`src/rtl/drs_pkg.sv`:
```
`default_nettype none
package drs_pkg;

	localparam int FIELD_BITS = 16;
	localparam int LEFT_BITS = 5;

	localparam logic [1:0] POL_FIFO = 2'd0;
	localparam logic [1:0] POL_SSTF = 2'd1;
	localparam logic [1:0] POL_CLOOK = 2'd2;

	localparam logic [1:0] ST_ENQUEUED = 2'd0;
	localparam logic [1:0] ST_DISPATCHED = 2'd1;
	localparam logic [1:0] ST_EMPTY = 2'd2;
	localparam logic [1:0] ST_FULL = 2'd3;

	localparam logic MODE_ENQUEUE = 1'b0;
	localparam logic MODE_DISPATCH = 1'b1;

endpackage
`default_nettype wire

```
`src/rtl/drs_if.sv`:
```
`default_nettype none
interface drs_in_if;
	logic valid;
	logic ready;
	logic mode;
	logic [drs_pkg::FIELD_BITS-1:0] block_number;
	logic [drs_pkg::FIELD_BITS-1:0] head_position;

	modport source (output valid, mode, block_number, head_position, input ready);
	modport sink (input valid, mode, block_number, head_position, output ready);
endinterface

interface drs_out_if;
	logic valid;
	logic ready;
	logic [1:0] status;
	logic [drs_pkg::FIELD_BITS-1:0] chosen_block;
	logic [drs_pkg::LEFT_BITS-1:0] pending_left;

	modport source (output valid, status, chosen_block, pending_left, input ready);
	modport sink (input valid, status, chosen_block, pending_left, output ready);
endinterface
`default_nettype wire

```
`src/rtl/drs_pick.sv`:
```
`default_nettype none
module drs_pick #(
	parameter int AW = 4,
	parameter int BLOCK_BITS = 16
) (
	input  wire logic                                clk,
	input  wire logic                                arst_n,
	input  wire logic                                clear,
	input  wire logic                                ent_valid,
	input  wire logic [AW-1:0]                       ent_idx,
	input  wire logic [BLOCK_BITS-1:0]               ent_val,
	input  wire logic [1:0]                          policy,
	input  wire logic [drs_pkg::FIELD_BITS-1:0]      head,
	output logic      [AW-1:0]                       sel_idx,
	output logic      [BLOCK_BITS-1:0]               sel_val
);

	localparam int CW = (BLOCK_BITS > drs_pkg::FIELD_BITS) ? BLOCK_BITS : drs_pkg::FIELD_BITS;

	logic [AW-1:0]         best_idx_q;
	logic [BLOCK_BITS-1:0] best_val_q;
	logic [CW-1:0]         best_dist_q;
	logic                  found_q;
	logic [AW-1:0]         low_idx_q;
	logic [BLOCK_BITS-1:0] low_val_q;

	logic          first;
	logic          above;
	logic [CW-1:0] b_w;
	logic [CW-1:0] h_w;
	logic [CW-1:0] gap;
	logic          take_best;
	logic          take_low;
	logic          is_sstf;
	logic          is_clook;

	// one entry per cycle through the shared compare/subtract
	always_comb begin
		is_sstf = (policy == drs_pkg::POL_SSTF);
		is_clook = (policy == drs_pkg::POL_CLOOK);
		first = (ent_idx == '0);
		b_w = CW'(ent_val);
		h_w = CW'(head);
		above = (b_w >= h_w);
		gap = above ? (b_w - h_w) : (h_w - b_w);
		if (is_sstf) begin
			take_best = first || (gap < best_dist_q);
		end else if (is_clook) begin
			take_best = above && (!found_q || (ent_val < best_val_q));
		end else begin
			take_best = first;
		end
		take_low = first || (ent_val < low_val_q);
	end

	always_ff @(posedge clk or negedge arst_n) begin
		if (!arst_n) begin
			found_q <= 1'b0;
		end else if (clear) begin
			found_q <= 1'b0;
		end else if (ent_valid && is_clook && above && take_best) begin
			found_q <= 1'b1;
		end
	end

	always_ff @(posedge clk) begin
		if (ent_valid && take_best) begin
			best_idx_q <= ent_idx;
			best_val_q <= ent_val;
			best_dist_q <= gap;
		end
		if (ent_valid && take_low) begin
			low_idx_q <= ent_idx;
			low_val_q <= ent_val;
		end
	end

	// circular look wraps to the lowest block when nothing sits at or above the head
	assign sel_idx = (is_clook && !found_q) ? low_idx_q : best_idx_q;
	assign sel_val = (is_clook && !found_q) ? low_val_q : best_val_q;

endmodule
`default_nettype wire

```
`src/rtl/disk_request_scheduler_top.sv`:
```
// Disk request scheduler.
// req channel (valid/ready): mode selects enqueue or dispatch; block_number is
// appended on enqueue, head_position steers the choice on dispatch.
// rsp channel (valid/ready): one item per request item with status, chosen_block
// and pending_left. cfg_we/cfg_wdata write the policy (fifo, shortest seek,
// circular look); write it only while the block is idle.
// An enqueue or an empty dispatch goes from idle straight to the finish state,
// which loads the output register once it is free. A dispatch with N pending
// requests scans all N entries through the single read port of the queue memory
// and one compare unit, then closes the gap with one entry moved per cycle.
// One item is in work at a time; req.ready is high only while the sequencer idles.
// A finished result sits in the output register, so the next item is accepted
// while the receiver stalls; its result then waits until the register frees.
// Reset empties the queue (the memory itself is not cleared) and selects fifo.
`default_nettype none
module disk_request_scheduler_top #(
	parameter int QUEUE_DEPTH = 16,
	parameter int BLOCK_BITS = 16
) (
	input  wire logic       clk,
	input  wire logic       arst_n,
	input  wire logic       cfg_we,
	input  wire logic [1:0] cfg_wdata,
	drs_in_if.sink          req,
	drs_out_if.source       rsp
);

	localparam int AW = $clog2(QUEUE_DEPTH);
	localparam int CW = $clog2(QUEUE_DEPTH + 1);

	localparam logic [2:0] S_IDLE = 3'd0;
	localparam logic [2:0] S_SCAN = 3'd1;
	localparam logic [2:0] S_SEL = 3'd2;
	localparam logic [2:0] S_SHIFT = 3'd3;
	localparam logic [2:0] S_FIN = 3'd4;

	logic [2:0]            state_q;
	logic [1:0]            policy_q;
	logic [CW-1:0]         count_q;
	logic [CW-1:0]         iss_q;
	logic                  rv_s1;
	logic [CW-1:0]         ridx_s1;
	logic [BLOCK_BITS-1:0] rd_data_s1;
	logic [1:0]            status_q;
	logic [BLOCK_BITS-1:0] chosen_q;
	logic [drs_pkg::FIELD_BITS-1:0] head_q;
	logic                  out_valid_q;
	logic [1:0]            out_status_q;
	logic [drs_pkg::FIELD_BITS-1:0] out_block_q;
	logic [drs_pkg::LEFT_BITS-1:0]  out_left_q;

	logic [BLOCK_BITS-1:0] pend_q [QUEUE_DEPTH];

	logic                  in_fire;
	logic                  full;
	logic                  issue;
	logic                  wr_en;
	logic [AW-1:0]         wr_addr;
	logic [BLOCK_BITS-1:0] wr_data;
	logic                  fin_go;
	logic                  scan_last;
	logic                  pick_clear;
	logic [AW-1:0]         sel_idx;
	logic [BLOCK_BITS-1:0] sel_val;

	assign in_fire = req.valid && req.ready;
	assign req.ready = (state_q == S_IDLE);
	assign full = (count_q == CW'(QUEUE_DEPTH));
	assign issue = ((state_q == S_SCAN) || (state_q == S_SHIFT)) && (iss_q != count_q);
	assign fin_go = (state_q == S_FIN) && (!out_valid_q || rsp.ready);
	assign scan_last = rv_s1 && (ridx_s1 == (count_q - CW'(1)));
	assign pick_clear = in_fire && (req.mode == drs_pkg::MODE_DISPATCH);

	// the memory has a single write port: enqueue at the tail, or close up the gap
	always_comb begin
		wr_en = 1'b0;
		wr_addr = count_q[AW-1:0];
		wr_data = BLOCK_BITS'(req.block_number);
		if (in_fire && (req.mode == drs_pkg::MODE_ENQUEUE) && !full) begin
			wr_en = 1'b1;
		end else if ((state_q == S_SHIFT) && rv_s1) begin
			wr_en = 1'b1;
			wr_addr = AW'(ridx_s1 - CW'(1));
			wr_data = rd_data_s1;
		end
	end

	always_ff @(posedge clk) begin
		if (wr_en) begin
			pend_q[wr_addr] <= wr_data;
		end
		if (issue) begin
			rd_data_s1 <= pend_q[iss_q[AW-1:0]];
		end
	end

	always_ff @(posedge clk or negedge arst_n) begin
		if (!arst_n) begin
			policy_q <= drs_pkg::POL_FIFO;
		end else if (cfg_we) begin
			policy_q <= cfg_wdata;
		end
	end

	always_ff @(posedge clk or negedge arst_n) begin
		if (!arst_n) begin
			state_q <= S_IDLE;
			count_q <= '0;
			iss_q <= '0;
			rv_s1 <= 1'b0;
			out_valid_q <= 1'b0;
		end else begin
			rv_s1 <= issue;
			if (issue) begin
				iss_q <= iss_q + CW'(1);
			end
			if (fin_go) begin
				out_valid_q <= 1'b1;
			end else if (rsp.ready) begin
				out_valid_q <= 1'b0;
			end
			unique case (state_q)
				S_IDLE: begin
					if (in_fire) begin
						if (req.mode == drs_pkg::MODE_ENQUEUE) begin
							if (!full) begin
								count_q <= count_q + CW'(1);
							end
							state_q <= S_FIN;
						end else if (count_q == '0) begin
							state_q <= S_FIN;
						end else begin
							iss_q <= '0;
							state_q <= S_SCAN;
						end
					end
				end
				S_SCAN: begin
					if (scan_last) begin
						state_q <= S_SEL;
					end
				end
				S_SEL: begin
					iss_q <= CW'(sel_idx) + CW'(1);
					state_q <= S_SHIFT;
				end
				S_SHIFT: begin
					if ((iss_q == count_q) && !rv_s1) begin
						state_q <= S_FIN;
					end
				end
				S_FIN: begin
					if (fin_go) begin
						if (status_q == drs_pkg::ST_DISPATCHED) begin
							count_q <= count_q - CW'(1);
						end
						state_q <= S_IDLE;
					end
				end
				default: begin
					state_q <= S_IDLE;
				end
			endcase
		end
	end

	always_ff @(posedge clk) begin
		if (issue) begin
			ridx_s1 <= iss_q;
		end
		if (in_fire) begin
			head_q <= req.head_position;
			chosen_q <= '0;
			if (req.mode == drs_pkg::MODE_ENQUEUE) begin
				status_q <= full ? drs_pkg::ST_FULL : drs_pkg::ST_ENQUEUED;
			end else begin
				status_q <= (count_q == '0) ? drs_pkg::ST_EMPTY : drs_pkg::ST_DISPATCHED;
			end
		end
		if (state_q == S_SEL) begin
			chosen_q <= sel_val;
		end
		if (fin_go) begin
			out_status_q <= status_q;
			out_block_q <= drs_pkg::FIELD_BITS'(chosen_q);
			if (status_q == drs_pkg::ST_DISPATCHED) begin
				out_left_q <= drs_pkg::LEFT_BITS'(count_q - CW'(1));
			end else begin
				out_left_q <= drs_pkg::LEFT_BITS'(count_q);
			end
		end
	end

	drs_pick #(
		.AW(AW),
		.BLOCK_BITS(BLOCK_BITS)
	) u_pick (
		.clk(clk),
		.arst_n(arst_n),
		.clear(pick_clear),
		.ent_valid(rv_s1 && (state_q == S_SCAN)),
		.ent_idx(ridx_s1[AW-1:0]),
		.ent_val(rd_data_s1),
		.policy(policy_q),
		.head(head_q),
		.sel_idx(sel_idx),
		.sel_val(sel_val)
	);

	assign rsp.valid = out_valid_q;
	assign rsp.status = out_status_q;
	assign rsp.chosen_block = out_block_q;
	assign rsp.pending_left = out_left_q;

	a_count_bound: assert property (@(posedge clk) disable iff (!arst_n)
		count_q <= CW'(QUEUE_DEPTH))
		else $error("pending count above queue depth");

	a_enq_grows: assert property (@(posedge clk) disable iff (!arst_n)
		(in_fire && (req.mode == drs_pkg::MODE_ENQUEUE) && !full)
		|=> (count_q == $past(count_q) + CW'(1)))
		else $error("enqueue did not grow the queue");

	a_disp_shrinks: assert property (@(posedge clk) disable iff (!arst_n)
		(fin_go && (status_q == drs_pkg::ST_DISPATCHED))
		|=> (count_q == $past(count_q) - CW'(1)))
		else $error("dispatch did not shrink the queue");

	a_shift_in_range: assert property (@(posedge clk) disable iff (!arst_n)
		((state_q == S_SHIFT) && rv_s1) |-> (ridx_s1 != '0) && (ridx_s1 < count_q))
		else $error("gap close moved an entry outside the queue");

	a_sel_in_range: assert property (@(posedge clk) disable iff (!arst_n)
		(state_q == S_SEL) |-> (CW'(sel_idx) < count_q))
		else $error("selected entry outside the queue");

endmodule
`default_nettype wire
```
`src/flat_wrapper.sv`:
```
// flat-port wrapper written by rule: the top's interface ports become plain ports
module disk_request_scheduler_top_flat 
#(
	parameter int QUEUE_DEPTH = 16,
	parameter int BLOCK_BITS = 16
)
  (clk, arst_n, cfg_we, cfg_wdata, req_valid, req_mode, req_block_number, req_head_position, req_ready, rsp_valid, rsp_status, rsp_chosen_block, rsp_pending_left, rsp_ready);
  drs_in_if req_i ();
  drs_out_if rsp_i ();
  input  wire logic clk;
  input  wire logic arst_n;
  input  wire logic cfg_we;
  input  wire logic [1:0] cfg_wdata;
  input wire logic [$bits(req_i.valid)-1:0] req_valid;
  input wire logic [$bits(req_i.mode)-1:0] req_mode;
  input wire logic [$bits(req_i.block_number)-1:0] req_block_number;
  input wire logic [$bits(req_i.head_position)-1:0] req_head_position;
  output wire logic [$bits(req_i.ready)-1:0] req_ready;
  output wire logic [$bits(rsp_i.valid)-1:0] rsp_valid;
  output wire logic [$bits(rsp_i.status)-1:0] rsp_status;
  output wire logic [$bits(rsp_i.chosen_block)-1:0] rsp_chosen_block;
  output wire logic [$bits(rsp_i.pending_left)-1:0] rsp_pending_left;
  input wire logic [$bits(rsp_i.ready)-1:0] rsp_ready;
  assign req_i.valid = req_valid;
  assign req_i.mode = req_mode;
  assign req_i.block_number = req_block_number;
  assign req_i.head_position = req_head_position;
  assign req_ready = req_i.ready;
  assign rsp_valid = rsp_i.valid;
  assign rsp_status = rsp_i.status;
  assign rsp_chosen_block = rsp_i.chosen_block;
  assign rsp_pending_left = rsp_i.pending_left;
  assign rsp_i.ready = rsp_ready;
  disk_request_scheduler_top #(.QUEUE_DEPTH(QUEUE_DEPTH), .BLOCK_BITS(BLOCK_BITS)) u_core (.clk(clk), .arst_n(arst_n), .cfg_we(cfg_we), .cfg_wdata(cfg_wdata), .req(req_i), .rsp(rsp_i));
endmodule
```
`config.mk`:
```
export PLATFORM = sky130hd
export DESIGN_NAME = disk_request_scheduler_top_flat
export DESIGN_NICKNAME = d
export VERILOG_FILES = /design/src/rtl/drs_pkg.sv /design/src/rtl/drs_if.sv /design/src/rtl/drs_pick.sv /design/src/rtl/disk_request_scheduler_top.sv /design/src/flat_wrapper.sv
export SDC_FILE = /design/constraint.sdc
export NUM_CORES = 1
export LEC_CHECK = 0
export BUFFER_PORTS_ARGS = -buffer_cell sky130_fd_sc_hd__buf_2
export CORE_MARGIN = 2
export CORE_UTILIZATION = 45
export DETAILED_ROUTE_END_ITERATION = 12
export GPL_TIMING_DRIVEN = 0
export PLACE_DENSITY_LB_ADDON = 0.2
export SLEW_MARGIN = 20
export SYNTH_ARGS = -nofsm -noshare
export SYNTH_HDL_FRONTEND = slang
export SYNTH_SLANG_ARGS = --single-unit
export TNS_END_PERCENT = 30
```
`constraint.sdc`:
```
create_clock -name clk -period 6.2 [get_ports clk]
set_input_delay 1.24 -clock clk [delete_from_list [all_inputs] [get_ports clk]]
set_output_delay 1.24 -clock clk [all_outputs]
set_load 0.03 [all_outputs]
```
* After elaboration in Yosys (flattened, before gate mapping)
Memories as Yosys holds them, arrays and structs flattened. A register that Yosys moved wholly into a read port is not among the register bits.
Cells that the tools add are included.
** Operators by class
- Reductions and logical operators :: 35
- Multiplexer cells :: 40
- Bitwise operators :: 1
- Equal/unequal tests :: 17
- $add $sub $neg :: 7
- Order comparisons :: 4
** Operator list (number)
- 16-bit 2-to-1 mux :: 6
- 16-bit less-than comparator :: 3
- 5-bit 2-to-1 mux :: 9
- 16-bit subtractor :: 2
- 5-bit case mux with 2 select lines :: 2
- 3-bit 2-to-1 mux :: 6
- 1-bit logical AND :: 17
- 16-bit >= comparator :: 1
- 3-bit case mux with 5 select lines :: 1
- 4-bit 2-to-1 mux :: 3
- 5-bit by 1-bit adder with 5-bit output, second input constant :: 2
- 5-bit equality test :: 2
- 1-bit 2-to-1 mux :: 10
- 2-bit inequality test, second input constant :: 4
- 2-bit nonzero test :: 4
- 3-bit by 2-bit equality test with 1-bit output, second input constant :: 2
- 2-bit 2-to-1 mux :: 3
- 4-bit by 1-bit adder with 5-bit output, second input constant :: 1
- 5-bit equality test, second input constant :: 1
- 5-bit logical NOT :: 1
- 1-bit logical OR :: 5
- 5-bit inequality test :: 1
- 5-bit AND reduction :: 1
- 5-bit by 1-bit subtractor with 5-bit output, second input constant :: 1
- other kinds (11) :: 16
** Storage, ports and cells
- Register bits :: 136
- Memory bits (writable) :: 256
- Logic and storage cells :: 124
- Memories :: 1
** Memories
- u_core.pend_q :: words 16, bits a word 16, rd ports 1, clocked after memory_dff 1, write ports 1, line disk_request_scheduler_top.sv:52 : logic [BLOCK_BITS-1:0] pend_q [QUEUE_DEPTH];

* Longest topological paths before layout
- Depth in word-level cells :: 8
- Depth in mapped cells :: 21
- Mapped depth without buffers :: 20

* Modules after synthesis
A second synthesis with hierarchy kept.
** Unflattened totals
- Cell total of the unflattened synthesis :: 1219
- Area, all modules :: 18828.1 um2
** By module, submodules not included
- disk_request_scheduler_top :: seq. area each 10455.0 um2, instances 1, cells each 719, area an instance 14012.2 um2
- drs_pick :: seq. area each 1706.6 um2, instances 1, cells each 500, area an instance 4815.9 um2

* Least setup slack after synthesis
No wires, ideal clock.
- Path type :: reg-to-reg
- From :: register u_core.rd_data_s1[0], read port of u_core.pend_q
- To :: register u_core.u_pick.best_dist_q[0] (enable)
- Path slack :: -636 ps
- Stages on the path, launching flop included :: 20
- Data arrival time :: 6352 ps
- Clock period less this slack :: 6836 ps
- Data required time :: 5716 ps
- Cell sequence :: edfxtp_1 inv_1 ha_1 inv_1 fa_1 a211oi_2 o211ai_1 and4_4 o21ai_4 and2_2 mux2_1 o21ai_0 xor2_1 ha_1 and4_1 a211oi_1 nand2_1 nand3_1 o311ai_0 a211oi_1
** Between the ends
- Word-level cells in the longest chain between the ends :: 6
- Elaborated cells on any way between the ends :: 12
- Those cells by class :: add/sub: 2; order compare: 3; mux: 3; reduce/logical: 4
** RTL lines
- from (decl) :: line disk_request_scheduler_top.sv:43 : logic [BLOCK_BITS-1:0] rd_data_s1;
- 16-bit subtractor / 16-bit >= comparator (equally long branches) :: line drs_pick.sv:45, drs_pick.sv:44
- 16-bit 2-to-1 mux (*) :: line drs_pick.sv:45 : gap = above ? (b_w - h_w) : (h_w - b_w);
- via u_core.u_pick.gap[15] :: line drs_pick.sv:31 : logic [CW-1:0] gap;
- 16-bit less-than comparator (*) :: line drs_pick.sv:47 : take_best = first || (gap < best_dist_q);
- 1-bit logical OR (*) :: line drs_pick.sv:47
- 1-bit 2-to-1 mux (*) :: line drs_pick.sv:46 : if (is_sstf) begin
- 1-bit logical AND (*) :: line drs_pick.sv:67 : if (ent_valid && take_best) begin
- to (signal assigned) :: line drs_pick.sv:70 : best_dist_q <= gap;
- to (decl) :: line drs_pick.sv:22 : logic [CW-1:0] best_dist_q;
Mark *: on every way through the listed nets, which the timed path passes. The rest lies on a longest branch.
A chain may end at the register's enable or synchronous reset.

* Final worst setup path
- From :: register u_core.rd_data_s1[0], read port of u_core.pend_q
- To :: register u_core.u_pick.best_idx_q[3] (enable)
** Between the ends
- Word-level cells in the longest chain between the ends :: 6
- Elaborated cells on any way between the ends :: 12
- Those cells by class :: add/sub: 2; order compare: 3; mux: 3; reduce/logical: 4
** RTL lines
- 16-bit subtractor / 16-bit >= comparator (equally long branches) :: line drs_pick.sv:45, drs_pick.sv:44
- 16-bit 2-to-1 mux (*) :: line drs_pick.sv:45
- via u_core.u_pick.gap[15] :: line drs_pick.sv:31
- 16-bit less-than comparator (*) :: line drs_pick.sv:47
- 1-bit logical OR (*) :: line drs_pick.sv:47
- 1-bit 2-to-1 mux (*) :: line drs_pick.sv:46
- 1-bit logical AND (*) :: line drs_pick.sv:67
- to (signal assigned) :: line drs_pick.sv:68 : best_idx_q <= ent_idx;
- to (decl) :: line drs_pick.sv:20 : logic [AW-1:0] best_idx_q;
Marked as above.

==> load_flow_metrics.sql <==
INSERT INTO impl_metrics (metric_group, metric, value, unit) VALUES
('run_status', 'outcome', 'completed', ''),
('routing', 'antenna_left', '0', ''),
('worst_setup_path', 'crit_end', 'u_core.u_pick.best_idx_q[3]', ''),
('placed_design', 'dpl-instance-area', '19700', 'µm²'),
('synthesis', 'synthTopCellsByArea', 'edfxtp_1 (64%), mux4_2 (9.8%), ha_1 (5.6%)', ''),
('routing', 'drc', '0', ''),
('worst_setup_path', 'worstPathCellList', 'inv_1, ha_1, inv_1, fa_1, a211oi_2, o211ai_1, and4_4, o21ai_4, nand2_4, a22o_1, o21ai_0, xor2_1, ha_1, and4_1, a211oi_1, nand2_1, nand3_1, o311ai_0, a211oi_4, buf_6, buf_8', ''),
('hold_path', 'min-delay-path-class', 'reg2reg', ''),
('floorplan', 'floorplan.die_area', '42400', 'µm²'),
('timing', 'timing.setup.tns', '0', 'ps'),
('power', 'power_after_layout', '11.4', 'mW'),
('clock_tree', 'clk_path_buf_depth', '3', ''),
('floorplan', 'die_y', '206', 'µm'),
('worst_setup_path', 'worst-r2r-cell-count', '21', ''),
('finish', 'nets', '1448', ''),
('worst_setup_path', 'worst-endpoint-required', '6480', 'ps'),
('synthesis', 'commonest_cells_post_synth', 'edfxtp_1 (390), nand2_1 (104), inv_1 (87)', ''),
('placed_design', 'dpl.hpwl', '29.2', 'mm'),
('floorplan', 'core', '40000', 'µm²'),
('worst_setup_path', 'worstPathArrival', '5690', 'ps'),
('clock_tree', 'clock_sink_count', '408', ''),
('global_route', 'grt_start_max_net_pins', '25', ''),
('synthesis', 'synth.most_common_cell', 'edfxtp_1', ''),
('routing', 'routed_wirelength', '41.8', 'mm'),
('clock_tree', 'post_cts_hold_buffer_count', '0', ''),
('placed_design', 'port-buffer-count', '64', ''),
('routing', 'vias', '10500', ''),
('timing', 'final_worst_path_cycle_share', '87.2', '%'),
('placed_design', 'routabilityCongestion', '0.884', ''),
('synthesis', 'syn_nets', '1317', ''),
('floorplan', 'io_pins', '65', ''),
('global_route', 'grt_antenna_before_repair', '0', ''),
('worst_setup_path', 'critical_path_cell_count', '21', ''),
('power', 'power.leakage', '7.67', 'nW'),
('timing', 'rsz0062_at_grt', 'false', ''),
('finish', 'fin_area', '21100', 'µm²'),
('clock_tree', 'htreeDepth', '2', ''),
('synthesis', 'synth_cell_types', '68', ''),
('worst_setup_path', 'critical_path.top_delay_family', 'compound AO/OA/AOI/OAI gates', ''),
('timing', 'finClkSkew', '30.7', 'ps'),
('run', 'drv.max_cap_violation_count', '0', ''),
('floorplan', 'initial_utilization', '45.8', '%'),
('timing', 'slew_headroom', '30.7', '%'),
('timing', 'final_max_slew_viol_count', '0', ''),
('timing', 'timing.final.hold_violations', '0', ''),
('worst_setup_path', 'reg2reg_from', 'u_core.rd_data_s1[0]', ''),
('worst_setup_path', 'timing.critical_path.slowest_stage_cell', 'edfxtp_1', ''),
('synthesis', 'synth_seq_area_share', '66.3', '%'),
('finish', 'num_antenna_cells', '0', ''),
('synthesis', 'synth_top_cell_area_share', '63.9', '%'),
('routing', 'dr.first_iter.drc_count', '870', ''),
('clock_tree', 'cts_tree', 'built', ''),
('power', 'power-per-cell-area', '542', 'nW/µm²'),
('timing', 'post-route-min-period', '5410', 'ps'),
('finish', 'flow.area_growth_from_synthesis', '15.2', '%'),
('floorplan', 'die_x_extent', '206', 'µm'),
('synthesis', 'post-synth-top-area-cell', 'edfxtp_1', ''),
('timing', 'setup_viol', '0', ''),
('global_route', 'global_route_wire_length_before_repair', '63.5', 'mm'),
('worst_setup_path', 'cp_slowest_stage_delay', '550', 'ps'),
('global_route', 'first_global_vias', '10600', ''),
('routing', 'routed_wire_length_per_instance', '22.2', 'µm'),
('synthesis', 'yosys_warnings', '0', ''),
('global_route', 'grt_use_total', '20.4', '%'),
('clock_tree', 'clk_root_buffer_cell', 'clkbuf_16', ''),
('clock_tree', 'cts_inserted_buffers', '43', ''),
('floorplan', 'core.rowCount', '73', ''),
('worst_setup_path', 'end_of_the_worst_register_to_register_path', 'u_core.u_pick.best_idx_q[3]', ''),
('finish', 'final.fill_count', '3251', ''),
('timing', 'achievable-frequency', '0.185', 'GHz'),
('worst_setup_path', 'start_kind', 'flip-flop', '');
[metal layers]
layer / track usage, % / vias up / routed length, µm
li1: - / 4819 / -
met1: 27.1 / 5284 / 17800
met2: 34.4 / 300 / 20700
met3: 4.18 / 63 / 2500
met4: 5.15 / 0 / 819
met5: 0 / - / 0
[sequential cells by signal (all words and copies together) (netlist names)]
register	count
u_core.ridx_s1	5
u_core.rv_s1	1
u_core.u_pick.best_dist_q	16
u_core.head_q	16
u_core.iss_q	5
u_core.rsp.pending_left	5
u_core.u_pick.low_idx_q	4
u_core.u_pick.low_val_q	16
u_core.status_q	2
u_core.u_pick.best_val_q	16
u_core.rsp.status	2
u_core.state_q	3
u_core.rd_data_s1	16
u_core.count_q	5
u_core.pend_q	256
u_core.rsp.valid	1
u_core.rsp.chosen_block	16
u_core.policy_q	2
u_core.chosen_q	16
u_core.u_pick.best_idx_q	4
u_core.u_pick.found_q	1
[placed cells by master (no fill, tap or decap), drive strengths merged, types with 3 or more instances in the layout]
cell and instances:
nor2 45, o31ai 4, a211oi 7, o22ai 10
o21bai 3, dfrtp 18, xnor2 24, nand2b 12
o211ai 5, nor2b 9, clkbuf 93, buf 100
o21ai 54, mux2i 6, a21o 17, inv 89
nand2 106, clkinv 15, mux4 80, o21a 11
and4 3, and3 8, a31oi 5, ha 82
bufinv 4, a21oi 72, xor2 16, edfxtp 390
nand4 10, nor3 10, and2 6, nand3 13
a21boi 3
[worst min-delay path by stage]
stage | start | to | slack, ps | cells past startpoint
6_report | u_core.chosen_q[11] | u_core.rsp.chosen_block[11] | 420 | 0
5_1_grt | u_core.chosen_q[11] | u_core.rsp.chosen_block[11] | 420 | 0
4_1_cts | u_core.chosen_q[9] | u_core.rsp.chosen_block[9] | 420 | 0
3_5_place_dp | u_core.chosen_q[9] | u_core.rsp.chosen_block[9] | 410 | 0
3_3_place_gp | u_core.chosen_q[8] | u_core.rsp.chosen_block[8] | 400 | 0
2_1_floorplan | u_core.chosen_q[0] | u_core.rsp.chosen_block[0] | 400 | 0
[cell type report]
cell class | count | area [µm²] | share of cell area [%]
buffer | 51 | 230 | 1.09
clock buffer | 56 | 1150 | 5.47
clock inverter | 23 | 275 | 1.30
inverter | 87 | 327 | 1.55
multi-input combinational | 647 | 5730 | 27.1
sequential | 408 | 12200 | 57.6
tap | 525 | 657 | 3.11
timing repair buffer | 86 | 581 | 2.75
[where the power goes]
group / switching (mW) / leakage (nW) / total, mW / internal (mW)
Sequential: 0.319 / 3.78 / 4.33 / 4.01
Combinational: 2.76 / 3.20 / 4.52 / 1.76
Clock: 1.09 / 0.692 / 2.59 / 1.50
[stage by stage]
stage,utilization [%],hold WS (ps),std cells,worst slack [ps]
2_1_floorplan,-,400,1193,582
3_3_place_gp,48.3,401,1782,-967
3_5_place_dp,49.2,405,1804,819
4_1_cts,52.8,419,1883,784
5_1_grt,52.8,424,1883,495
6_report,52.8,418,1883,794
[kinds of logic (layout without fill, tap and decap cells)]
family / after synthesis / after routing / share of synthesized area (%)
AOI/OAI and AO/OA: 206 / 206 / 6.90
xor gates and xnor gates: 40 / 40 / 1.91
adders and majority gates: 84 / 84 / 5.81
buffers and inverters: 138 / 303 / 3.02
DFF: 408 / 408 / 66.3
muxes: 88 / 88 / 10.3
and+or+nand+nor: 229 / 229 / 5.76
[worst register-to-register path: cells and delay by family (launching register included)]
| kind | cells | cell delay [ps] |
|---|---|---|
| flops | 1 | 550 |
| fa+ha+maj | 3 | 930 |
| simple gates | 5 | 760 |
| compound gates | 8 | 2000 |
| xor+xnor | 1 | 240 |
| buf+inv | 4 | 630 |
Note: power is estimated with default switching activity, not from simulation.
